<file path="src/hw/rtl/qda_pkg.sv">
// Shared types and constants for the QDA classifier inference block.
// No dependencies.
package qda_pkg;

    localparam int VAL_W = 32;
    localparam int ACC_W = 64;

    // Store sizes, fixed by the 4-bit class and 3-bit row/column fields
    localparam int MAX_CLASSES  = 16;
    localparam int MAX_FEATURES = 8;

    localparam logic [2:0] OP_MEAN   = 3'd0;
    localparam logic [2:0] OP_INVCOV = 3'd1;
    localparam logic [2:0] OP_LOGSZ  = 3'd2;
    localparam logic [2:0] OP_LOGDET = 3'd3;
    localparam logic [2:0] OP_TRAIN  = 3'd4;
    localparam logic [2:0] OP_QUERY  = 3'd5;
    // Unassigned opcodes: accepted and dropped
    localparam logic [2:0] OP_RSVD0  = 3'd6;
    localparam logic [2:0] OP_RSVD1  = 3'd7;

    localparam logic [1:0] CFG_MODE     = 2'd0;
    localparam logic [1:0] CFG_CLASSES  = 2'd1;
    localparam logic [1:0] CFG_FEATURES = 2'd2;

    localparam logic [1:0] MODE_FULL    = 2'd0;
    localparam logic [1:0] MODE_UNIFORM = 2'd1;
    localparam logic [1:0] MODE_MAHAL   = 2'd2;

    // Saturate a 64-bit signed value to the signed 32-bit range.
    function automatic logic signed [VAL_W-1:0] sat32(input logic signed [ACC_W-1:0] v);
        logic signed [ACC_W-1:0] hi;
        logic signed [ACC_W-1:0] lo;
        hi = 64'sd2147483647;
        lo = -64'sd2147483648;
        if (v > hi)
            sat32 = 32'sh7fffffff;
        else if (v < lo)
            sat32 = 32'sh80000000;
        else
            sat32 = v[VAL_W-1:0];
    endfunction

endpackage

</file>
<file path="src/hw/rtl/qda_mac.sv">
// Shared signed 32x32 multiplier with floor shift by 16, registered output.
// Depends on qda_pkg.
module qda_mac (
    input  logic                        clk,
    input  logic signed [qda_pkg::VAL_W-1:0] a,
    input  logic signed [qda_pkg::VAL_W-1:0] b,
    output logic signed [qda_pkg::ACC_W-1:0] prod
);
    import qda_pkg::*;

    logic signed [ACC_W-1:0] full_next;
    logic signed [ACC_W-1:0] prod_reg;

    // Arithmetic shift gives floor division by 2^16
    always_comb
    begin
        full_next = (ACC_W'(a) * ACC_W'(b)) >>> 16;
    end

    always_ff @(posedge clk)
    begin
        prod_reg <= full_next;
    end

    assign prod = prod_reg;
endmodule

</file>
<file path="config.mk">
export PLATFORM = sky130hd
export DESIGN_NAME = qda_mac
export DESIGN_NICKNAME = d
export VERILOG_FILES = /design/src/hw/rtl/qda_pkg.sv /design/src/hw/rtl/qda_mac.sv
export SDC_FILE = /design/constraint.sdc
export NUM_CORES = 2
export LEC_CHECK = 0
export BUFFER_PORTS_ARGS = -buffer_cell sky130_fd_sc_hd__buf_4
export CAP_MARGIN = 40
export CORE_UTILIZATION = 60
export CTS_CLUSTER_DIAMETER = 150
export CTS_CLUSTER_SIZE = 24
export DETAILED_ROUTE_END_ITERATION = 10
export PLACE_DENSITY_LB_ADDON = 0.2
export RECOVER_POWER = 50
export SETUP_SLACK_MARGIN = 0.1
export SYNTH_ARGS = -nofsm -noshare
export SYNTH_HDL_FRONTEND = slang
export SYNTH_SLANG_ARGS = --single-unit
</file>
<file path="constraint.sdc">
create_clock -name clk -period 10.69 [get_ports clk]
set_input_delay 2.138 -clock clk [delete_from_list [all_inputs] [get_ports clk]]
set_output_delay 2.138 -clock clk [all_outputs]
set_load 0.02 [all_outputs]
</file>
; After elaboration in Yosys (flattened, before gate mapping)
; Index checks and enable logic that the tools add are counted.
[word_totals]
ff_bits = 48
inputBits = 65
out_inout_bits = 64
elab_cells = 2
[op_classes]
multipliers = 1
[ops]
columns = operator, n
row1 = $mul 32x32->64, 1

; Depth between registers and ports, before layout
[depth]
word_depth = 1
mapped_depth = 27
depth_no_buf = 26

; Worst setup path after synthesis
; No wires, ideal clock.
[synth_timing]
path_type = input to register
start = input a[31] in the netlist's numbering
end = register prod[47] (netlist name)
setup_ns = 0.121
arrival_ns = 9.240
required_time_ns = 10.569
path_slack_ns = 1.329
path_stages = 27
n_path_buf = 1
cell_sequence = clkbuf_1 > nand2_1 > inv_1 > fa_1 > inv_1 > fa_1 > inv_1 > fa_1 > fa_1 > inv_1 > fa_1 > inv_1 > fa_1 > inv_1 > fa_1 > inv_1 > fa_1 > ha_1 > a21oi_1 > o211a_1 > o31ai_1 > a221oi_1 > a21oi_1 > o21ai_0 > o21ai_1 > o41a_1 > xnor2_1
[synth_between]
elab_chain_cells = 1
[synth_rtl]
columns = element, line_no
row1 = from (decl), qda_mac.sv:5  ; input logic signed [qda_pkg::VAL_W-1:0] a,
row2 = $mul 32x32->64, qda_mac.sv:17  ; full_next = (ACC_W'(a) * ACC_W'(b)) >>> 16;
row3 = named net full_next[47], qda_mac.sv:11  ; logic signed [ACC_W-1:0] full_next;
; The timed path passes the listed nets, and every way through them passes these cells.

; Worst setup path in the final report
[layout_timing]
start = input b[9] in the netlist's numbering
end = register prod_reg[46], in the netlist prod[46]
[layout_between]
elab_chain_cells = 1
[layout_rtl]
columns = element, line_no
row1 = from (decl), qda_mac.sv:6  ; input logic signed [qda_pkg::VAL_W-1:0] b,
row2 = $mul 32x32->64, qda_mac.sv:17
row3 = named net full_next[46], qda_mac.sv:11
row4 = to (signal assigned), qda_mac.sv:22  ; prod_reg <= full_next;
row5 = to (decl), qda_mac.sv:12  ; logic signed [ACC_W-1:0] prod_reg;
; The timed path passes the listed nets, and every way through them passes these cells.

==> flow_metrics.py <==
metrics = {
    "cts": {
        "cts_buffer_depth": 2,
        "ctsHtreeMaxLevel": 2,
        "cts_root_buffer": "clkbuf_16",
        "cts_resized": 0,
        "clock_sinks": 48,
        "cts_buffers": 5,
        "clk_pin_slew_worst_paths_ns": 0.10,
        "cts_hold_buf": 0,
        "cts_setup_buffers": 0,
        "cts_tree": "yes",
    },
    "route": {
        "ant_nets": 0,
        "wl_per_cell_um": 20.8,
        "firstDrtPassIters": 8,
        "vias_per_cell": 5.54,
        "wl_mm": 94.9,
        "drt_iter0_markers": 1766,
        "drc": 0,
        "vias": 25238,
    },
    "yosys": {
        "synth_edf_count": 0,
        "ys.flop_type": "dfxtp_1",
        "avgSynthCellArea_um2": 9.55,
        "synth_cell_types": 55,
        "synth_nets": 5162,
        "synthArstFlopShare_pct": 0,
        "synth_area_um2": 36600,
        "syn_inst": 3836,
        "ys_seq_area_share_pct": 2.62,
        "ys_warn_count": 0,
        "ys_ff_latch": 48,
    },
    "timing": {
        "fin_crit_sh_pct": 91.2,
        "worst_pin_slew_ns": 0.850,
        "max_freq_mhz": 103,
        "max-slew-margin-rel_pct": 43.0,
        "drv_slew": 0,
        "hold_violations": 0,
        "setup_violations": 0,
        "period_needed_ns": 9.75,
        "rsz0062_at_grt": "false",
        "setup_tns_ns": 0,
    },
    "final_layout": {
        "fill_cells": 5151,
        "largest_reg_flops": 48,
        "area_growth_pct": 3.25,
        "regArea_um2": 961,
        "drive_gt1_share_pct": 2.92,
        "final_nets": 5097,
        "multi_input_area_um2": 31200,
        "num_antenna_cells": 0,
    },
    "worst_setup_path": {
        "cp-start-kind": "input port",
        "cp_cell_sequence": "buf_4 > and2_1 > fa_1 > fa_1 > inv_1 > fa_1 > fa_1 > inv_1 > fa_1 > fa_1 > fa_1 > inv_1 > fa_1 > inv_1 > ha_1 > nand4_1 > nor2_1 > o2bb2ai_1 > a311oi_1 > o2111ai_1 > o21ai_2 > o21ai_0 > a211o_1 > o311ai_1",
        "cpMostUsedCell": "fa_1",
        "critical_path_buf_inv_count": 5,
        "path_depth": 24,
        "startpoint": "b[9]",
        "cpPeakStageDelay_ns": 0.68,
        "crit_family": "adder cells",
        "cp_data_required_time_ns": 10.95,
        "crit_fanout": 32,
        "cpMaxStageDelayCell": "a311oi_1",
        "cp-end-kind": "flip-flop",
        "arrival_ns": 10.01,
        "cp-endpoint": "prod[46]$_DFF_P_",
        "critical_path_class": "input port to flip-flop",
    },
    "floorplanning": {
        "fp.dieH_um": 249,
        "initial_core_util_pct": 60.7,
        "core_area_um2": 60400,
        "die_area_um2": 62000,
        "ios": 129,
        "placementRows": 90,
        "chipWidth_um": 249,
    },
    "global_route": {
        "grt_pass1_wl_mm": 157,
        "antenna_found_initial": 1,
        "grt_max_degree": 33,
        "grt_use_total_pct": 33.1,
        "overflow": 0,
        "grt_pass1_vias": 28261,
    },
    "place": {
        "port_buffers": 128,
        "gp_congestion": 0.931,
        "dp_hpwl_mm": 75.1,
    },
    "flow_run": {
        "cap_viol_max_count": 0,
    },
    "min_path": {
        "worstHoldPathType": "flip-flop to output pin",
    },
    "status": {
        "outcome": "complete, no violations",
    },
}
routing by layer:
metal | vias to the layer above | share of wire (%) | wire (µm) | GRT usage, %
met2 | 1074 | 49 | 47000 | 55.3
met5 | - | 0 | 0 | 0
met4 | 0 | 4.6 | 4330 | 13.5
met3 | 204 | 7.3 | 6920 | 5.28
li1 | 10702 | - | - | -
met1 | 13258 | 39 | 36700 | 43.5
how the worst min path moves through the flow:
stage / startpoint / end / depth (start not counted)
floorplan: prod[0]$_DFF_P_ / prod[0] / 0
global placement: prod[43]$_DFF_P_ / prod[43] / 1
detailed placement: prod[24]$_DFF_P_ / prod[24] / 1
CTS: prod[11]$_DFF_P_ / prod[11] / 1
global route: prod[11]$_DFF_P_ / prod[11] / 1
finish: prod[11]$_DFF_P_ / prod[11] / 1
synthesized netlist by cell type, types with 4 or more instances:
| library cell | n | area (µm²) |
|---|---|---|
| fa_1 | 1081 | 21600 |
| inv_1 | 950 | 3570 |
| nand2_1 | 513 | 1930 |
| and2_1 | 512 | 3200 |
| clkbuf_1 | 200 | 751 |
| ha_1 | 180 | 2250 |
| a21oi_1 | 48 | 240 |
| dfxtp_1 | 48 | 961 |
| nor2_1 | 46 | 173 |
| xnor2_1 | 40 | 350 |
| o21ai_0 | 26 | 130 |
| xor2_1 | 23 | 201 |
| a21o_1 | 21 | 158 |
| buf_4 | 16 | 120 |
| nand4_1 | 14 | 87.6 |
| nand2b_1 | 12 | 75.1 |
| nand3_1 | 12 | 60.1 |
| o21bai_1 | 8 | 60.1 |
| and3_1 | 7 | 43.8 |
| nor3_1 | 7 | 35.0 |
| o21a_1 | 6 | 45.0 |
| a211oi_1 | 5 | 37.5 |
| buf_1 | 4 | 15.0 |
| nor2b_1 | 4 | 25.0 |
placed cells by master, fill, tap and decap left out, types with 40 or more instances in the layout:
| cell type | count |
|---|---|
| buf_4 | 93 |
| and2_1 | 512 |
| inv_1 | 950 |
| fa_1 | 1081 |
| xnor2_1 | 40 |
| clkbuf_1 | 56 |
| dfxtp_1 | 48 |
| nand2_1 | 513 |
| ha_1 | 180 |
| a21oi_1 | 48 |
| nor2_1 | 46 |
layout make-up:
type,count,share of cell area [%]
repair buffers,149,2.40
multi-input cells,2617,82.5
flip-flops and latches,48,2.54
well taps,782,2.59
inverters,950,9.43
clock inverters,3,0.182
clock buffers,5,0.331
cells by family (layout without fill, tap and decap cells):
kind of cell	after synthesis	in the layout	share of synthesized area (%)
adders and majority gates	1261	1261	65.2
buffers and inverters	1171	1107	12.2
and+or+nand+nor	1140	1140	15.6
AOI/OAI and AO/OA	153	153	2.82
xor gates and xnor gates	63	63	1.51
DFF	48	48	2.62
per-stage QoR:
| stage | utilization (%) | cells | area, µm² | setup slack, ns | hold slack [ns] |
|---|---|---|---|---|---|
| after floorplan | - | 3836 | 36600 | 1.33 | 2.48 |
| after global placement | 62.7 | 4546 | 37800 | 0.703 | 2.55 |
| after detailed placement | 62.7 | 4546 | 37800 | 0.708 | 2.55 |
| after CTS | 63.0 | 4554 | 38000 | 1.06 | 2.94 |
| after global routing | 62.6 | 4554 | 37800 | 0.593 | 2.96 |
| final | 62.6 | 4554 | 37800 | 0.939 | 2.93 |
Power is left out: the tool's default activity adds up to more than one toggle a clock period on the data nets, which glitch-free logic cannot reach.
